## src/design/fdr_pkg.sv

```systemverilog
// Shared constants, lane types and output item type for the Fresnel reflectance pipeline.
package fdr_pkg;

  localparam int FRAC_BITS  = 16;
  localparam int COS_W      = 18;
  localparam int ETA_W      = 20;
  localparam int REFL_W     = 17;
  localparam int IN_DATA_W  = 40;
  localparam int OUT_DATA_W = 24;

  localparam int DIV_STEPS  = 32;
  localparam int SQRT_STEPS = 32;

  // Divider lane: remainder and divisor width, quotient width.
  localparam int DW = 56;
  localparam int QW = 33;
  // Square root lane: remainder width.
  localparam int RW = 36;

  localparam logic [REFL_W-1:0] REFL_ONE = REFL_W'(1) << FRAC_BITS;

  typedef struct packed {
    logic [DW-1:0] rem;
    logic [DW-1:0] den;
    logic [QW-1:0] quo;
  } div_lane_t;

  typedef struct packed {
    logic [RW-1:0] rem;
    logic [31:0]   root;
    logic [31:0]   rad;
  } sqrt_lane_t;

  typedef struct packed {
    logic [REFL_W-1:0] refl;
    logic              tir;
  } out_item_t;

endpackage

```

## src/design/fdr_sqrt_cell.sv

```systemverilog
// One digit-by-digit square root step with its lane register.
module fdr_sqrt_cell (
  input  logic               clk,
  input  logic               en,
  input  fdr_pkg::sqrt_lane_t lane_in,
  output fdr_pkg::sqrt_lane_t lane_r
);
  import fdr_pkg::*;

  logic [RW-1:0] rem_sh;
  logic [RW-1:0] trial;
  logic          take;
  sqrt_lane_t    lane_nxt;

  always_comb begin
    rem_sh        = {lane_in.rem[RW-3:0], lane_in.rad[31:30]};
    trial         = {(RW-34)'(0), lane_in.root, 2'b01};
    take          = rem_sh >= trial;
    lane_nxt.rem  = take ? rem_sh - trial : rem_sh;
    lane_nxt.root = {lane_in.root[30:0], take};
    lane_nxt.rad  = {lane_in.rad[29:0], 2'b00};
  end

  always_ff @(posedge clk) begin
    if (en) begin
      lane_r <= lane_nxt;
    end
  end

endmodule

```

## config.mk

```make
export PLATFORM = sky130hd
export DESIGN_NAME = fdr_sqrt_cell
export DESIGN_NICKNAME = d
export VERILOG_FILES = /design/src/design/fdr_pkg.sv /design/src/design/fdr_sqrt_cell.sv
export SDC_FILE = /design/constraint.sdc
export NUM_CORES = 1
export LEC_CHECK = 0
export BUFFER_PORTS_ARGS = -buffer_cell sky130_fd_sc_hd__buf_2
export CORE_UTILIZATION = 44
export DETAILED_ROUTE_END_ITERATION = 10
export GPL_TIMING_DRIVEN = 0
export PLACE_DENSITY = 0.76
export SYNTH_ARGS = -nofsm -noshare
export SYNTH_HDL_FRONTEND = slang
export SYNTH_SLANG_ARGS = --single-unit
```

## constraint.sdc

```tcl
create_clock -name clk -period 2.7 [get_ports clk]
set_input_delay 0.27 -clock clk [delete_from_list [all_inputs] [get_ports clk]]
set_output_delay 0.27 -clock clk [all_outputs]
set_load 0.05 [all_outputs]
```

# After elaboration in Yosys (flattened, before gate mapping)
# Cells that the tools add are included.
# Widths: inputs -> output; s select.
# classes
add_sub_neg	1
order_cmp	1
mux	1
# op_table
operator	count
$ge 36x34->1	1
$mux 36	1
$sub 36x34->36	1
# totals
regBits	98
wordCells	6

# Depth between registers and ports, before layout
# logic_depth
word_depth	2
depth_mapped	13
ltp_nobuf	10

# Worst setup path before layout
# No wires, ideal clock.
# synth_path
path_type	in2reg
startpoint	input lane_in[51] (netlist name)
endpoint	register lane_r[94] (netlist name) (data pin)
setup_ps	262
t_arrival_ps	2303
required_ps	2438
path_slack_ps	135
stages	11
path_cell_list	inv_1 > ha_1 > buf_2 > nand4_2 > nor4_2 > and3_1 > a21bo_1 > and2_4 > a21oi_4 > buf_4 > mux2_1
# synth_rtl
item	line_no	rtl
start, declared	fdr_sqrt_cell.sv:5	input fdr_pkg::sqrt_lane_t lane_in,
end signal, assigned	fdr_sqrt_cell.sv:26	lane_r <= lane_nxt;
end, declared	fdr_sqrt_cell.sv:6	output fdr_pkg::sqrt_lane_t lane_r

==> results.toml <==
[outcome]
status = "finished, final reports clean"

[timing]
tns_ps = 0
hold_violations = 0
slew_violations = 0
slew_headroom_pct = 63.2
hold_slack_ps = 84.1
fin_crit_sh_pct = 95.7
setup_violations = 0
worst_pin_slew_ps = 551
finalWorstSetupSlack_ps = 117
min_period_ps = 2580
fmax_mhz = 387

[routing]
vias_per_cell = 5.15
drc = 0
post_drt_wl_per_cell_um = 15.9
wl_mm = 14.0
vias = 4533
ant_nets = 0
firstDrtPassIters = 4
drt-initial-drc-count = 299

[power_and_ir_drop]
p_leak_nw = 3.15
clkPwrFrac_pct = 25.7
irDropWorstVdd_v = 0.000291
internal_power_mw = 2.99
p_switching_mw = 1.76
power_density_mw_per_mm2 = 664
sequentialPowerShare_pct = 40.6
finalPower_mw = 4.74
switching_share_pct = 37.1
power.share.combinational_pct = 33.8

[synthesis]
yosys_warnings = 0
ys_seq_area_share_pct = 52.8
synth-async-reset-ratio_pct = 0
syn_inst = 495
synth_edf_count = 98
syn-cell-area_mm2 = 0.00557
synth.distinct_cells = 60
ys_ff_latch = 98
syn_area_per_cell_um2 = 11.3
ys.flop_type = "edfxtp_1"

[die]
row_count = 40
fp.coreArea_mm2 = 0.0122
die_area_mm2 = 0.0131
num_io_pins = 202
start_util_pct = 45.8
die_height_um = 115
die_w_um = 115

[grt]
grt_busiest_layer = "met2"
use_met2_pct = 37.2
overflow = 0
grt_pass1_wl_mm = 21.7
grt_max_degree = 59
grt_antenna_before_repair = 1
grt_pass1_vias = 4431
use_met3_pct = 4.92
grt_use_total_pct = 21.6
grt_use_met1_pct = 26.8

[worst_setup_path]
arrival_ps = 2690
worst_setup_path_end_kind = "register"
slowest_stage = "ha_1"
path_class = "in -> reg"
critPathMaxFanout = 10
start_kind = "input port"
path_cells = "buf_2 > inv_1 > ha_1 > nand4_2 > nor4_4 > and3_1 > a21bo_1 > and2_4 > a21oi_4 > buf_12 > mux2_2"
worstPathRequired_ps = 2800
max_stage_delay_ps = 410

[final_layout]
stdcell_area_mm2 = 0.00714
largest_reg_flops = 98
final_nets = 843
syn_to_final_growth_pct = 28.3
drive_gt1_share_pct = 37.1
regMostFlops = "lane_r"
multi_input_area_mm2 = 0.00237
layout.cells.non_filler = 881
seqCellArea_mm2 = 0.00294
reg_top3 = "lane_r: 98 flops"
final_util_pct = 58.7
fillers = 1027

[cts]
root_buffer = "clkbuf_16"
ctsHoldBuffers = 0
cts_buffers = 9
clk_path_buf_depth = 2
cts_sinks = 98
h-tree-depth = 3
path_clk_slew_ps = 70
cts_tree = "done"

[placement]
portBuffers = 197
place_area_mm2 = 0.00680
dpl.cell_count = 862
hpwlAfterDp_mm = 10.9
globalplace.congestion = 0.837
place_ws_ps = -377

[job]
maxCapViolCount = 0

[worst_hold_path]
min_path_type = "in -> reg"
## kinds of logic (layout without fill, tap and decap cells)
family | count (synthesis) | after routing | synth area share, %
AO/OA/AOI/OAI | 128 | 128 | 15.2
multiplexers | 12 | 12 | 2.43
other | 1 | 3 | 0.0673
AND/OR/NAND/NOR | 124 | 124 | 11.3
buffers and inverters | 65 | 281 | 5.35
XOR/XNOR | 33 | 33 | 5.19
adder cells (fa/ha/maj) | 34 | 34 | 7.64
flip-flops | 98 | 98 | 52.8
## layout make-up
cell class | instances | share of cell area (%)
diodes | 1 | 0.0350
plain buffers | 25 | 2.29
clock buffers | 9 | 3.15
clock inverters | 7 | 0.736
inverters | 40 | 2.10
multi-input cells | 333 | 33.1
flip-flops and latches | 98 | 41.2
well taps | 168 | 2.94
repair buffers | 200 | 14.4
## path summary, 6_finish.rpt
check | from | end | slack, ps | depth (start not counted)
setup / recovery | lane_in[53] | lane_r[78] | 120 | 11
hold / removal | lane_in[29] | lane_r[31] | 80 | 1
## cells in the mapped netlist (all sizes together) (10+ instances only)
library cell	number	share of area, %
mux2	12	2.4
nor2	35	2.4
nand3	10	0.90
nand4	11	1.3
xnor2	18	2.8
buf	15	1.9
clkbuf	10	0.72
edfxtp	98	53
inv	40	2.7
ha	34	7.6
xor2	15	2.4
a21oi	60	6.4
o21ai	26	2.3
nand2	31	2.1
## timing repair
action	4_1_cts	5_1_grt
resized for setup	1	11
pin swaps	0	2
setup buffers	0	2
endpoints found under the setup margin	1	32
## routing by layer
layer | routed length, um | up-vias
met4 | 208 | 0
met1 | 5940 | 2116
met5 | 0 | -
met2 | 6930 | 170
met3 | 937 | 12
li1 | - | 2235
## placed cells by master, fill, tap and decap left out, drive strengths merged, types with 9 or more instances in the layout
cell | synthesis | final
inv | 40 | 42
nand4 | 11 | 11
edfxtp | 98 | 98
nor3 | 9 | 9
xnor2 | 18 | 18
o21ai | 26 | 26
ha | 34 | 34
xor2 | 15 | 15
mux2 | 12 | 12
buf | 15 | 215
a21oi | 60 | 60
clkbuf | 10 | 19
nor2 | 35 | 35
nand2 | 31 | 31
nand3 | 10 | 10
## power groups by stage
stage	clock network [mW]	logic, mW	registers, mW
6_report	1.22	1.60	1.92
5_1_grt	1.29	1.71	1.94
4_1_cts	1.23	1.59	1.93
3_5_place_dp	0	1.58	1.96
3_3_place_gp	0	1.56	1.96
2_1_floorplan	0	0.560	2.57
## worst max-delay path, delay by kind of cell
kind / cells / cell delay [ps]
compound gates: 2 / 430
fa+ha+maj: 1 / 410
buf+inv: 3 / 330
mux: 1 / 340
simple gates: 4 / 890
(Power assumes the default switching activity.)
