<file path="src/design/fdr_pkg.sv">
// Shared constants, lane types and output item type for the Fresnel reflectance pipeline.
package fdr_pkg;

  localparam int FRAC_BITS  = 16;
  localparam int COS_W      = 18;
  localparam int ETA_W      = 20;
  localparam int REFL_W     = 17;
  localparam int IN_DATA_W  = 40;
  localparam int OUT_DATA_W = 24;

  localparam int DIV_STEPS  = 32;
  localparam int SQRT_STEPS = 32;

  // Divider lane: remainder and divisor width, quotient width.
  localparam int DW = 56;
  localparam int QW = 33;
  // Square root lane: remainder width.
  localparam int RW = 36;

  localparam logic [REFL_W-1:0] REFL_ONE = REFL_W'(1) << FRAC_BITS;

  typedef struct packed {
    logic [DW-1:0] rem;
    logic [DW-1:0] den;
    logic [QW-1:0] quo;
  } div_lane_t;

  typedef struct packed {
    logic [RW-1:0] rem;
    logic [31:0]   root;
    logic [31:0]   rad;
  } sqrt_lane_t;

  typedef struct packed {
    logic [REFL_W-1:0] refl;
    logic              tir;
  } out_item_t;

endpackage

</file>
<file path="src/design/fdr_skid.sv">
// Output register with a skid slot, so the pipeline's ready is registered.
module fdr_skid (
  input  logic               clk,
  input  logic               rst_n,
  input  logic               in_valid,
  input  fdr_pkg::out_item_t in_item,
  output logic               in_ready,
  output logic               out_valid,
  output fdr_pkg::out_item_t out_item,
  input  logic               out_ready
);
  import fdr_pkg::*;

  logic      out_valid_r;
  logic      skid_valid_r;
  out_item_t out_item_r;
  out_item_t skid_item_r;

  assign in_ready  = !skid_valid_r;
  assign out_valid = out_valid_r;
  assign out_item  = out_item_r;

  always_ff @(posedge clk) begin
    if (!rst_n) begin
      out_valid_r  <= 1'b0;
      skid_valid_r <= 1'b0;
    end else if (out_ready || !out_valid_r) begin
      if (skid_valid_r) begin
        out_valid_r  <= 1'b1;
        skid_valid_r <= 1'b0;
      end else begin
        out_valid_r  <= in_valid;
      end
    end else if (in_valid && !skid_valid_r) begin
      skid_valid_r <= 1'b1;
    end
  end

  always_ff @(posedge clk) begin
    if (out_ready || !out_valid_r) begin
      out_item_r <= skid_valid_r ? skid_item_r : in_item;
    end else if (in_valid && !skid_valid_r) begin
      skid_item_r <= in_item;
    end
  end

endmodule

</file>
<file path="config.mk">
export PLATFORM = sky130hd
export DESIGN_NAME = fdr_skid
export DESIGN_NICKNAME = d
export VERILOG_FILES = /design/src/design/fdr_pkg.sv /design/src/design/fdr_skid.sv
export SDC_FILE = /design/constraint.sdc
export NUM_CORES = 1
export LEC_CHECK = 0
export BUFFER_PORTS_ARGS = -buffer_cell sky130_fd_sc_hd__buf_2
export CAP_MARGIN = 25
export CELL_PAD_IN_SITES_DETAIL_PLACEMENT = 0
export CELL_PAD_IN_SITES_GLOBAL_PLACEMENT = 1
export CORE_UTILIZATION = 40
export CTS_BUF_LIST = sky130_fd_sc_hd__clkbuf_8
export DETAILED_ROUTE_END_ITERATION = 8
export GPL_ROUTABILITY_DRIVEN = 0
export PLACE_DENSITY_LB_ADDON = 0.1
export SLEW_MARGIN = 25
export SYNTH_ARGS = -nofsm -noshare
export SYNTH_HDL_FRONTEND = slang
export SYNTH_SLANG_ARGS = --single-unit
</file>
<file path="constraint.sdc">
create_clock -name clk -period 3.2 [get_ports clk]
set_input_delay 0.64 -clock clk [delete_from_list [all_inputs] [get_ports clk]]
set_output_delay 0.64 -clock clk [all_outputs]
set_load 0.01 [all_outputs]
</file>
After elaboration in Yosys (flattened, before gate mapping)
Index checks and enable logic that the tools add are counted.

storage, ports and cells
  flip-flop bits (word level) = 38
  bits of input ports = 22
  output and inout bits = 20
  logic and storage cells = 16

operators by class
  multiplexer cells = 2
  bitwise gates (word level) = 2
  reduce and logical (&&, ||, !) cells = 6

operators with widths
  cell               count
  $mux 18            1
  $logic_not 1->1    2
  $not 1->1          2
  $reduce_and 2->1   1
  $reduce_or 2->1    1
  $logic_and 1x1->1  1
  $logic_or 1x1->1   1
  $mux 1             1

Longest topological paths before layout
  depth after elaboration = 4
  mapped depth = 3

Worst setup path after synthesis
Ideal clock, no wire load.

  path kind = input to register
  from = input out_ready
  to = register skid_item_r[0] (netlist name) (enable)
  library setup time = 420 ps
  data arrival time = 2,640 ps
  data required time = 2,780 ps
  setup slack = 141 ps
  stages on the path = 2
  buffers on the path = 0
  path through = nand2b_1 > nor3b_1

on the way
  longest elaborated chain between the ends = 3

ends and longest elaborated chain
  item                        RTL line        text
  start: declaration          fdr_skid.sv:10  input logic out_ready
  $logic_or 1x1->1            fdr_skid.sv:40  if (out_ready || !out_valid_r) begin
  $not 1->1 (no line)         n/a
  $reduce_and 2->1 (no line)  n/a
  end signal: assignment      fdr_skid.sv:43  skid_item_r <= in_item;
  end: declaration            fdr_skid.sv:17  out_item_t skid_item_r;

No other way between the ends.
A chain may end at the register's enable or synchronous reset.

Worst setup path after layout
  from = register skid_valid_r
  to = output in_ready

on the way
  longest elaborated chain between the ends = 1

ends and longest elaborated chain
  item                      RTL line        text
  start: declaration        fdr_skid.sv:15  logic skid_valid_r;
  start signal: assignment  fdr_skid.sv:26  skid_valid_r <= 1'b0;
  start signal: assignment  fdr_skid.sv:30  skid_valid_r <= 1'b0;
  start signal: assignment  fdr_skid.sv:35  skid_valid_r <= 1'b1;
  $logic_not 1->1           fdr_skid.sv:19  assign in_ready = !skid_valid_r;
  end: declaration          fdr_skid.sv:7   output logic in_ready,

No other way between the ends.

==> results.py <==
metrics = {
    "floorplanning": {
        "core-area_um2": 3416,
        "rows": 21,
        "start_util_pct": 42.56,
        "die_y_um": 62.29,
        "die_width_um": 62.29,
        "io_pins": 42,
        "dieArea_um2": 3880,
    },
    "critical_path": {
        "cp.depth": 3,
        "critPathLaunchType": "flip-flop",
        "crit_buf_inv": 3,
        "worst_setup_path_end_kind": "output pin",
        "critical-path-top-delay-family": "flip-flops",
        "cp_cell_sequence": "buf_4, inv_1, buf_2",
        "crit_arrival_ps": 1290,
        "rr_worst_depth": 3,
        "critPathKind": "reg2out",
        "crit_path_top_delay_cell": "dfxtp_1",
        "worst_ep_required_time_ps": 2560,
        "critPathMaxFanout": 9,
        "max_stage_delay_ps": 540,
        "regToRegSetupSlack_ps": 1810,
    },
    "detailed_routing": {
        "wl_um": 2110,
        "wl_per_cell_um": 13.02,
        "vias": 731,
        "antenna_left": 0,
        "drc": 0,
        "drt_iter0_markers": 18,
        "detail_route.first_pass.iterations": 4,
        "viasPerCell": 4.512,
    },
    "timing": {
        "final.setup.tns_ps": 0,
        "period_share_pct": 60.37,
        "slew_headroom_pct": 75.66,
        "worst_slack_ps": 1268,
        "tightest_slew_ps": 364.7,
        "rsz0062_at_grt": "false",
        "fmax_mhz": 517.6,
        "drv_slew": 0,
        "post-route-min-period_ps": 1932,
        "hold_viol": 0,
        "clock_skew_ps": 7.750,
        "finalSetupViolations": 0,
    },
    "global_routing": {
        "grt_use_total_pct": 12.74,
        "use_met1_pct": 15.44,
        "grt_util_met3_pct": 6.434,
        "grt_pass1_wl_um": 3512,
        "overflow": 0,
        "grt_max_degree": 21,
        "antenna_found_initial": 0,
        "busiest_layer": "met2",
        "grt_pass1_vias": 742,
        "grt_util_met2_pct": 17.58,
    },
    "clock_tree": {
        "cts_resized": 0,
        "cts_tree": "yes",
        "numCtsBuffers": 5,
        "clkLatencyLatePin_ps": 290,
        "cts_setup_buffers": 0,
        "root_buffer": "clkbuf_8",
        "cts_sinks": 38,
        "clockBufferDepth": 2,
        "path_clk_slew_ps": 70,
        "htreeDepth": 2,
        "cts_hold_buf": 0,
    },
    "yosys": {
        "synthArstFlopShare_pct": 0,
        "synth_top_area_share_pct": 74.35,
        "ys_types": 11,
        "ys_top_cells_by_area": "edfxtp_1 (74%), mux2_4 (18%), dfxtp_1 (2.8%), buf_6 (1.5%), nor3b_2 (0.86%)",
        "ys.flop_type": "edfxtp_1",
        "synth_edf_count": 36,
        "synth_top_family_by_area": "multiplexers",
        "yosysWarnings": 0,
        "yosys.area.top_type": "edfxtp_1",
        "synthXorXnorAreaFrac_pct": 0,
        "synthMuxAreaShare_pct": 18.33,
        "syn-cell-area_um2": 1454,
        "ys_top_cells_by_count": "edfxtp_1 (36), mux2_4 (17), buf_6 (2), dfxtp_1 (2)",
        "synth_fa_ha_area_share_pct": 0,
        "syn_inst": 64,
        "synth-seq-cells": 38,
        "synth_compound_area_share_pct": 0.5164,
        "synthMostInstantiatedCell": "edfxtp_1",
        "ys_seq_area_share_pct": 77.11,
        "postSynthAreaPerCell_um2": 22.72,
        "synth-simple-area-share_pct": 2.238,
        "syn-num-nets": 86,
    },
    "power_and_ir_drop": {
        "p_seq_share_pct": 58.8,
        "pwr-share-comb_pct": 8.2,
        "intPower_mw": 0.7845,
        "irDropWorstVdd_mv": 0.3186,
        "clkPwrFrac_pct": 33.0,
        "fin_total_pwr_mw": 0.9818,
        "sw_frac_of_total_pct": 20.10,
        "leakage_nw": 0.7402,
        "p_switching_mw": 0.1974,
        "p_per_area_nw_per_um2": 537.5,
    },
    "place": {
        "place_hpwl_um": 1504,
        "place_area_um2": 1737,
        "pre_cts_slack_ps": 1537,
        "port_buffers": 41,
    },
    "final_layout": {
        "drive_gt1_share_pct": 62.93,
        "nFillCells": 292,
        "area_delta_synth_final_pct": 25.65,
        "nets": 137,
        "antennaDiodeCount": 0,
        "fin_area_um2": 1827,
        "fin_util_pct": 53.48,
    },
    "outcome": {
        "status": "completed",
    },
    "hold_path": {
        "hold_path_class": "in2reg",
        "hold_depth": 1,
    },
    "flow_run": {
        "drv_cap": 0,
    },
}
-- final cells by class --
type | instances | area, um^2 | share of cell area, %
Clock buffer | 6 | 82.58 | 4.521
Clock inverter | 2 | 7.507 | 0.4110
Inverter | 1 | 3.754 | 0.2055
Multi-Input combinational cell | 23 | 311.5 | 17.05
Sequential cell | 38 | 1121 | 61.37
Tap cell | 46 | 57.56 | 3.151
Timing Repair Buffer | 46 | 242.7 | 13.29
-- cells by family (layout without fill, tap and decap cells) --
logic type	Yosys count	count (layout)
buffers and inverters	3	55
muxes	18	18
and+or+nand+nor	4	4
AOI/OAI and AO/OA	1	1
DFF	38	38
-- routing by layer --
layer,up-vias,wire [um]
met1,343,976
met5,-,0
met2,31,924
li1,349,-
met3,8,152
met4,0,57
-- metrics by stage --
stage	instances	hold WS (ps)
after floorplan	64	523.1
after global placement	154	530.9
after detailed placement	154	533.7
after CTS	162	523.9
after global routing	162	519.8
final	162	537.0
-- final timing paths --
check,from,to
worst max-delay path,skid_valid_r$_SDFFE_PP0P_,in_ready
worst min-delay path,in_item[15],skid_item_r[15]$_DFFE_PP_
worst max register to register,skid_valid_r$_SDFFE_PP0P_,skid_item_r[10]$_DFFE_PP_
worst min register to register,skid_item_r[14]$_DFFE_PP_,out_item[14]$_DFFE_PP_
-- flip-flops by register name, summed over array words and instances, names as in the netlist --
register      count
out_valid         1
skid_item_r      18
out_item         18
skid_valid_r      1
-- cell usage in the layout, fill, tap and decap left out --
| cell type | n |
|---|---|
| nor2_2 | 1 |
| a21boi_1 | 1 |
| nand2b_1 | 1 |
| buf_4 | 5 |
| edfxtp_1 | 36 |
| mux2_2 | 1 |
| mux2_4 | 17 |
| buf_2 | 41 |
| dfxtp_1 | 2 |
| inv_1 | 3 |
| clkbuf_8 | 6 |
| nor3b_2 | 2 |
-- power groups by stage --
| stage | sequential [mW] | clock (mW) | combinational [mW] |
|---|---|---|---|
| 6_report | 0.578 | 0.324 | 0.0802 |
| 5_1_grt | 0.580 | 0.361 | 0.0868 |
| 4_1_cts | 0.578 | 0.335 | 0.0820 |
| 3_5_place_dp | 0.589 | 0 | 0.0819 |
| 3_3_place_gp | 0.588 | 0 | 0.0816 |
| 2_1_floorplan | 0.600 | 0 | 0.0314 |
Power figures use the tool's default switching activity.
