==> config.mk <==
export PLATFORM = sky130hd
export DESIGN_NAME = fdr_div_cell
export DESIGN_NICKNAME = d
export VERILOG_FILES = /design/src/design/fdr_pkg.sv /design/src/design/fdr_div_cell.sv
export SDC_FILE = /design/constraint.sdc
export NUM_CORES = 1
export LEC_CHECK = 0
export ABC_AREA = 0
export ABC_CLOCK_PERIOD_IN_PS = 3200
export BUFFER_PORTS_ARGS = -buffer_cell sky130_fd_sc_hd__buf_2
export CAP_MARGIN = 10
export CORE_MARGIN = 2
export CORE_UTILIZATION = 45
export DETAILED_ROUTE_END_ITERATION = 7
export PLACE_DENSITY = 0.83
export SYNTH_ARGS = -nofsm -noshare
export SYNTH_HDL_FRONTEND = slang
export SYNTH_SLANG_ARGS = --single-unit
==> constraint.sdc <==
create_clock -name clk -period 3.2 [get_ports clk]
set_clock_uncertainty 0.05 [all_clocks]
set_input_delay 0.64 -clock clk [delete_from_list [all_inputs] [get_ports clk]]
set_output_delay 0.64 -clock clk [all_outputs]
set_load 0.02 [all_outputs]
==> src/design/fdr_pkg.sv <==
// Shared constants, lane types and output item type for the Fresnel reflectance pipeline.
package fdr_pkg;

  localparam int FRAC_BITS  = 16;
  localparam int COS_W      = 18;
  localparam int ETA_W      = 20;
  localparam int REFL_W     = 17;
  localparam int IN_DATA_W  = 40;
  localparam int OUT_DATA_W = 24;

  localparam int DIV_STEPS  = 32;
  localparam int SQRT_STEPS = 32;

  // Divider lane: remainder and divisor width, quotient width.
  localparam int DW = 56;
  localparam int QW = 33;
  // Square root lane: remainder width.
  localparam int RW = 36;

  localparam logic [REFL_W-1:0] REFL_ONE = REFL_W'(1) << FRAC_BITS;

  typedef struct packed {
    logic [DW-1:0] rem;
    logic [DW-1:0] den;
    logic [QW-1:0] quo;
  } div_lane_t;

  typedef struct packed {
    logic [RW-1:0] rem;
    logic [31:0]   root;
    logic [31:0]   rad;
  } sqrt_lane_t;

  typedef struct packed {
    logic [REFL_W-1:0] refl;
    logic              tir;
  } out_item_t;

endpackage

==> src/design/fdr_div_cell.sv <==
// One restoring division step with its lane register.
module fdr_div_cell (
  input  logic              clk,
  input  logic              en,
  input  fdr_pkg::div_lane_t lane_in,
  output fdr_pkg::div_lane_t lane_r
);
  import fdr_pkg::*;

  logic [DW-1:0] rem_sh;
  logic          take;
  div_lane_t     lane_nxt;

  always_comb begin
    rem_sh        = {lane_in.rem[DW-2:0], 1'b0};
    take          = rem_sh >= lane_in.den;
    lane_nxt.den  = lane_in.den;
    lane_nxt.rem  = take ? rem_sh - lane_in.den : rem_sh;
    lane_nxt.quo  = {lane_in.quo[QW-2:0], take};
  end

  always_ff @(posedge clk) begin
    if (en) begin
      lane_r <= lane_nxt;
    end
  end

endmodule

### Yosys cells after proc, flatten, opt, wreduce, memory -nomap -nowiden

Cells that the tools add are included.

* flip-flop bits (word level): 145
* bits of input ports: 147
* output and inout port bits: 145
* logic and storage cells: 7

* $add $sub $neg: 1
* magnitude comparators: 1
* multiplexer cells: 1

Operator list (number)
* greater-or-equal comparator 56 bit: 1
* 2-to-1 mux 56 bit: 1
* subtractor 56 bit: 1

### Logic depth before layout (Yosys ltp)

Gate-level depths: netlist of run 1.

* depth after elaboration: 2
* depth in mapped cells: 15
* gate-level depth less buffers: 11

### Worst setup path before layout of run 1

Ideal clock, no wire load.

* kind: input to register
* start: input lane_in[33] (netlist bit)
* end: register lane_r[142] (netlist bit) (data pin)
* library setup time: 0.258 ns
* arrival: 3.049 ns
* required time: 2.892 ns
* setup slack: -0.157 ns
* stages on the path: 14
* buffers on the path: 3
* cell sequence: inv_1 fa_1 a211oi_2 o21ai_0 a22oi_2 o211ai_2 o2111a_1 a211oi_2 buf_4 inv_2 buf_2 buf_6 nor2_1 a21oi_1

RTL lines
* from (decl): RTL line fdr_div_cell.sv:5 `input fdr_pkg::div_lane_t lane_in,`
* to (signal assigned): RTL line fdr_div_cell.sv:24 `lane_r <= lane_nxt;`
* to (decl): RTL line fdr_div_cell.sv:6 `output fdr_pkg::div_lane_t lane_r`

==> impl_metrics.json, run 1 <==
{
  "outcome": "finished, final reports clean",
  "timing.slew.headroom_pct": 60.3,
  "fin_crit_ns": 3.04,
  "slew_violations": 0,
  "cp-start-kind": "input port",
  "largest_reg_flops": 145,
  "area_delta_synth_final_pct": 40.1,
  "place_hpwl_mm": 19.2,
  "portBuffers": 289,
  "synth_seq_cells": 145,
  "grt_max_degree": 51,
  "fin_cells": 1497,
  "setup_slack_ns": 0.159,
  "seqCellArea_mm2": 0.00435,
  "ir_drop_v": 0.000359,
  "worstSetupStartpoint": "lane_in[34]",
  "clockBufferDepth": 2,
  "synth_edf_count": 145,
  "power_density_mw_per_mm2": 515,
  "cp_max_fo": 4,
  "avgSynthCellArea_um2": 10.4,
  "synthDistinctLibCells": 62,
  "antenna_found_initial": 1,
  "numCtsBuffers": 17,
  "p_comb_share_pct": 28.4,
  "synthArstFlopShare_pct": 0,
  "die-area_mm2": 0.0200,
  "htree_levels": 4,
  "cp.arrival_ns": 3.17,
  "cpMostUsedCell": "buf_4",
  "synthesis.nets": 1019,
  "dr.pass1.iters": 5,
  "critPathBufInv": 4,
  "ys_warn_count": 0,
  "post-route-drc-count": 0,
  "path_depth": 14,
  "synth_flop_cell": "edfxtp_1",
  "crit_chain": "buf_2 > inv_1 > ha_1 > nor2b_1 > o21bai_1 > a21oi_2 > o31ai_2 > a2111oi_2 > buf_4 > o21ai_2 > o21ai_0 > buf_4 > xnor2_1 > a21oi_1",
  "multiInputGateArea_mm2": 0.00375,
  "std_cell_rows": 50,
  "grt_pass1_vias": 7692,
  "dp_slack_ns": -0.333,
  "tightest_slew_ns": 0.591,
  "internal_power_uw": 4160,
  "core_mm2": 0.0186,
  "io_pins": 292,
  "ys_seq_area_share_pct": 51.2,
  "clockRootBuffer": "clkbuf_16",
  "cts_tree": "done",
  "fin_nets": 1453,
  "whs_path_depth": 1,
  "final_cell_mix": "buf_2, buf_4, edfxtp_1",
  "n_fill_cell": 1504,
  "top_register": "lane_r",
  "cts_setup_buffers": 0,
  "fin_crit_sh_pct": 95.0,
  "p_seq_share_pct": 38.7,
  "p_clk_share_pct": 32.9,
  "detail-route-antenna-nets": 0,
  "syn_inst": 815,
  "gr-usage-all-layers_pct": 24.2,
  "place_congestion": 0.907,
  "die_x_um": 141,
  "switching_share_pct": 32.1,
  "drtIter0Drc": 536,
  "final_hold_viol_count": 0,
  "wl_per_cell_um": 16.5,
  "worstSetupEndpointType": "register",
  "start_util_pct": 45.6,
  "required_ns": 3.33,
  "slowest_delay_ns": 0.32,
  "final_common_cell": "buf_2",
  "critPathSlowestCell": "o21bai_1",
  "switching_power_uw": 1970,
  "clk_pin_slew_ns": 0.07,
  "vias": 7861,
  "endpoint": "lane_r[136]",
  "netlist_area_mm2": 0.00851,
  "reg_top3": "lane_r x145",
  "crit_type": "in2reg",
  "overflow": 0,
  "crit_family": "compound AO/OA/AOI/OAI gates",
  "maxCapViolations": 0,
  "whs_ns": 0.331,
  "dp_cells": 1464,
  "vias_per_cell": 5.25,
  "final-setup-viol-count": 0,
  "drive_above_1_share_pct": 39.8,
  "max_freq_ghz": 0.329,
  "chipHeight_um": 141,
  "routed_wl_mm": 24.7,
  "grt_pass1_wl_mm": 38.5,
  "hold_class": "in2reg",
  "p_leak_uw": 0.00553,
  "p_total_uw": 6130,
  "cts.sinks": 145
}
==> kinds of logic (layout without fill, tap and decap cells) <==
family	count (synthesis)	count (layout)	synth area share (%)
simple gates	205	205	11.4
buf+inv	100	547	5.00
other cells	0	1	0
compound gates	255	255	18.4
flops	145	145	51.2
mux	1	1	0.132
xor+xnor	52	52	5.35
fa+ha+maj	57	57	8.47
==> routing by layer <==
metal | GRT usage (%) | share of wire [%] | vias to the layer above
met4 | 6.84 | 1.6 | 2
li1 | - | - | 3848
met2 | 42.3 | 50 | 311
met3 | 4.66 | 6.8 | 32
met1 | 30.7 | 42 | 3668
met5 | 0 | 0.053 | -
==> layout make-up <==
| class | count | share of cell area (%) |
|---|---|---|
| flip-flops and latches | 145 | 36.5 |
| diodes | 1 | 0.0210 |
| inverters | 73 | 2.30 |
| clock inverters | 15 | 1.40 |
| clock buffers | 17 | 3.57 |
| repair buffers | 442 | 22.2 |
| well taps | 234 | 2.46 |
| multi-input cells | 570 | 31.5 |
==> cells in the mapped netlist (all sizes together), types with 3 or more instances <==
cell type  number  area (um^2)
a211oi          8         70.1
a21o           21          160
a21oi          98          498
a31oi           9         56.3
and3            4         25.0
buf            13         98.8
clkbuf         14         52.6
edfxtp        145         4350
ha             56          701
inv            73          274
nand2          74          278
nand2b          4         25.0
nand3          10         55.1
nand4          21          138
nor2           51          191
nor2b          10         62.6
nor3           14         75.1
nor4            4         25.0
o211ai          6         50.1
o21a            6         45.0
o21ai          75          379
o21bai         15          113
o31ai           3         32.5
or3             3         23.8
xnor2          29          254
xor2           23          201
==> power groups by stage <==
stage	registers, uW	logic, uW	clock network, uW
after global placement	2410	1690	0
final	2370	1740	2020
after global routing	2390	1890	2110
after detailed placement	2410	1720	0
after CTS	2370	1740	2050
after floorplan	2680	709	0
==> per-stage QoR <==
step                      area, um^2  utilization (%)  setup TNS (ns)
after detailed placement       11300             60.7          -12.26
after global routing           11900             63.9          -0.121
after CTS                      11900             63.8               0
final                          11900             63.9               0
after global placement         11300             60.7           -7.85
after floorplan                 8510                -               0
==> worst min-delay path by stage <==
stage / startpoint / endpoint / slack [ns]
floorplan: lane_in[9] / lane_r[10] / 0.69
global placement: lane_in[11] / lane_r[12] / 0.77
detailed placement: lane_in[2] / lane_r[3] / 0.77
CTS: lane_in[14] / lane_r[15] / 0.31
global route: lane_in[20] / lane_r[21] / 0.31
finish: lane_in[14] / lane_r[15] / 0.33
==> timing repair <==
| action | CTS | global route |
|---|---|---|
| gates resized for setup | 0 | 4 |
| endpoints found under the setup margin | 0 | 4 |
| hold buffers | 0 | 0 |
Note: power is estimated with default switching activity, not from simulation.
==> run 2: changes to the inputs <==
- CORE_ASPECT_RATIO: not set -> 2
- CORE_MARGIN: 2 -> 5
- CORE_UTILIZATION: 45 -> 46
- PLACE_DENSITY: 0.83 -> 0.84
==> run 2 against run 1 <==
Clock power down 2%. Maximum frequency decreased by 1.3%. Setup slack worse by 0.041 ns. Core utilization grew 1.6 points. Via count increased by 3.2%. Cell count shrank 0.80%. Hold slack gained 0.015 ns. Final area is 0.11% higher. Sequential power barely moved.
==> impl_metrics.json, run 2 (synthesis gave the netlist of run 1 again) <==
{
  "gr-usage-all-layers_pct": 25.1,
  "antenna_found_initial": 1,
  "die_x_um": 106,
  "fin_crit_ns": 3.08,
  "n_fill_cell": 1456,
  "maxCapViolations": 0,
  "routed_wl_mm": 27.2,
  "worstHoldStart": "lane_in[17]",
  "cp.arrival_ns": 3.21,
  "htree_levels": 4,
  "post-route-drc-count": 0,
  "setup_tns_ns": 0,
  "die-area_mm2": 0.0215,
  "largest_reg_flops": 145,
  "p_leak_uw": 0.00554,
  "worstSetupEndpointType": "register",
  "multiInputGateArea_mm2": 0.00377,
  "place_hpwl_mm": 22.1,
  "final-setup-viol-count": 0,
  "drtIter0Drc": 413,
  "clockRootBuffer": "clkbuf_16",
  "max_freq_ghz": 0.324,
  "timing.slew.headroom_pct": 68.9,
  "ir_drop_v": 0.000306,
  "cp-start-kind": "input port",
  "fin_nets": 1460,
  "min_to": "lane_r[18]",
  "vias_per_cell": 5.46,
  "final_hold_viol_count": 0,
  "p_clk_share_pct": 32.1,
  "p_comb_share_pct": 29.2,
  "dp_slack_ns": -0.429,
  "cts_tree": "done",
  "grt_pass1_wl_mm": 42.0,
  "fin_crit_sh_pct": 96.3,
  "power_density_mw_per_mm2": 514,
  "rsz0062_at_grt": "false",
  "setup_slack_ns": 0.118,
  "required_ns": 3.32,
  "slew_violations": 0,
  "seqCellArea_mm2": 0.00435,
  "portBuffers": 289,
  "tightest_slew_ns": 0.467,
  "dpl_cell_area_mm2": 0.0113,
  "top_register": "lane_r",
  "numCtsBuffers": 17,
  "overflow": 0,
  "chipHeight_um": 202,
  "grt_pass1_vias": 8623,
  "whs_ns": 0.345,
  "clockBufferDepth": 2,
  "std_cell_rows": 70,
  "core_mm2": 0.0182,
  "place_congestion": 0.937,
  "cts.sinks": 145,
  "outcome": "finished, final reports clean",
  "reg_top3": "lane_r x145",
  "final_cell_area_mm2": 0.0119,
  "io_pins": 292,
  "switching_share_pct": 30.4,
  "clk_pin_slew_ns": 0.06,
  "hold_class": "in2reg",
  "p_seq_share_pct": 38.7,
  "drive_above_1_share_pct": 40.1,
  "vias": 8115,
  "final_common_cell": "buf_2",
  "grt_max_degree": 51,
  "switching_power_uw": 1860,
  "wl_per_cell_um": 18.3,
  "cp_max_fo": 4,
  "internal_power_uw": 4270,
  "area_delta_synth_final_pct": 40.3,
  "final_cell_mix": "buf_2, buf_4, edfxtp_1",
  "dr.pass1.iters": 5,
  "crit_type": "in2reg",
  "whs_path_depth": 1,
  "detail-route-antenna-nets": 0,
  "start_util_pct": 46.7
}
==> run 2: cell count changes in the layout (fill, tap and decap cells not counted), sizes merged <==
| cell | before | now |
|---|---|---|
| bufinv | 1 | 3 |
| inv | 81 | 73 |
| clkinvlp | 0 | 1 |
| clkbuf | 17 | 18 |
| buf | 442 | 449 |
| clkinv | 6 | 9 |
==> run 2: area by class of cell <==
class / instances / area share, %
diodes: 1 / 0.0210
clock buffers: 18 / 3.60
clock inverters: 13 / 1.22
inverters: 73 / 2.30
multi-input cells: 570 / 31.6
flip-flops and latches: 145 / 36.5
well taps: 216 / 2.27
repair buffers: 449 / 22.5
==> run 2: layer usage <==
metal  up-vias  track usage [%]  wire (um)
met2       338             49.3      15400
met3       123             4.60       1420
li1       3863                -          -
met5         -                0          0
met4         0             15.9       1700
met1      3791             22.7       8610
==> run 2: worst max-delay path: stages <==
cell and delay [ns]:
buf_2 0.09, inv_1 0.04, ha_1 0.35, nand4_2 0.16, or2_4 0.30, a21oi_2 0.22, o31ai_2 0.12, a2111oi_2 0.37
buf_4 0.18, o21ai_2 0.10, a2111oi_4 0.42, o21a_1 0.17, o31ai_2 0.06
==> run 2: what timing repair did <==
| item | 4_1_cts | 5_1_grt |
|---|---|---|
| setup endpoints to repair | 0 | 8 |
| hold buffers | 0 | 0 |
| buffers inserted | 0 | 1 |
| gates resized for setup | 0 | 10 |
==> run 2: power by group through the flow <==
stage / combinational [uW] / sequential [uW] / clock, uW
global placement: 1720 / 2410 / 0
global route: 1930 / 2390 / 2090
CTS: 1770 / 2380 / 2000
floorplan: 709 / 2680 / 0
finish: 1790 / 2380 / 1970
detailed placement: 1760 / 2420 / 0
==> run 2: how the worst max path moves through the flow <==
stage | startpoint | slack, ns | to
6_report | lane_in[41] | 0.12 | lane_r[144]
5_1_grt | lane_in[81] | 0.007 | lane_r[142]
4_1_cts | lane_in[41] | 0.009 | lane_r[138]
3_5_place_dp | lane_in[41] | -0.43 | lane_r[138]
3_3_place_gp | lane_in[41] | -0.43 | lane_r[138]
2_1_floorplan | lane_in[33] | 0.002 | lane_r[142]
==> run 2: stage by stage <==
step,std cells,util (%),total power (uW)
finish,1485,65.5,6140
global route,1485,65.5,6420
floorplan,815,-,3390
detailed placement,1452,62.1,4170
CTS,1483,65.2,6160
global placement,1452,62.1,4120
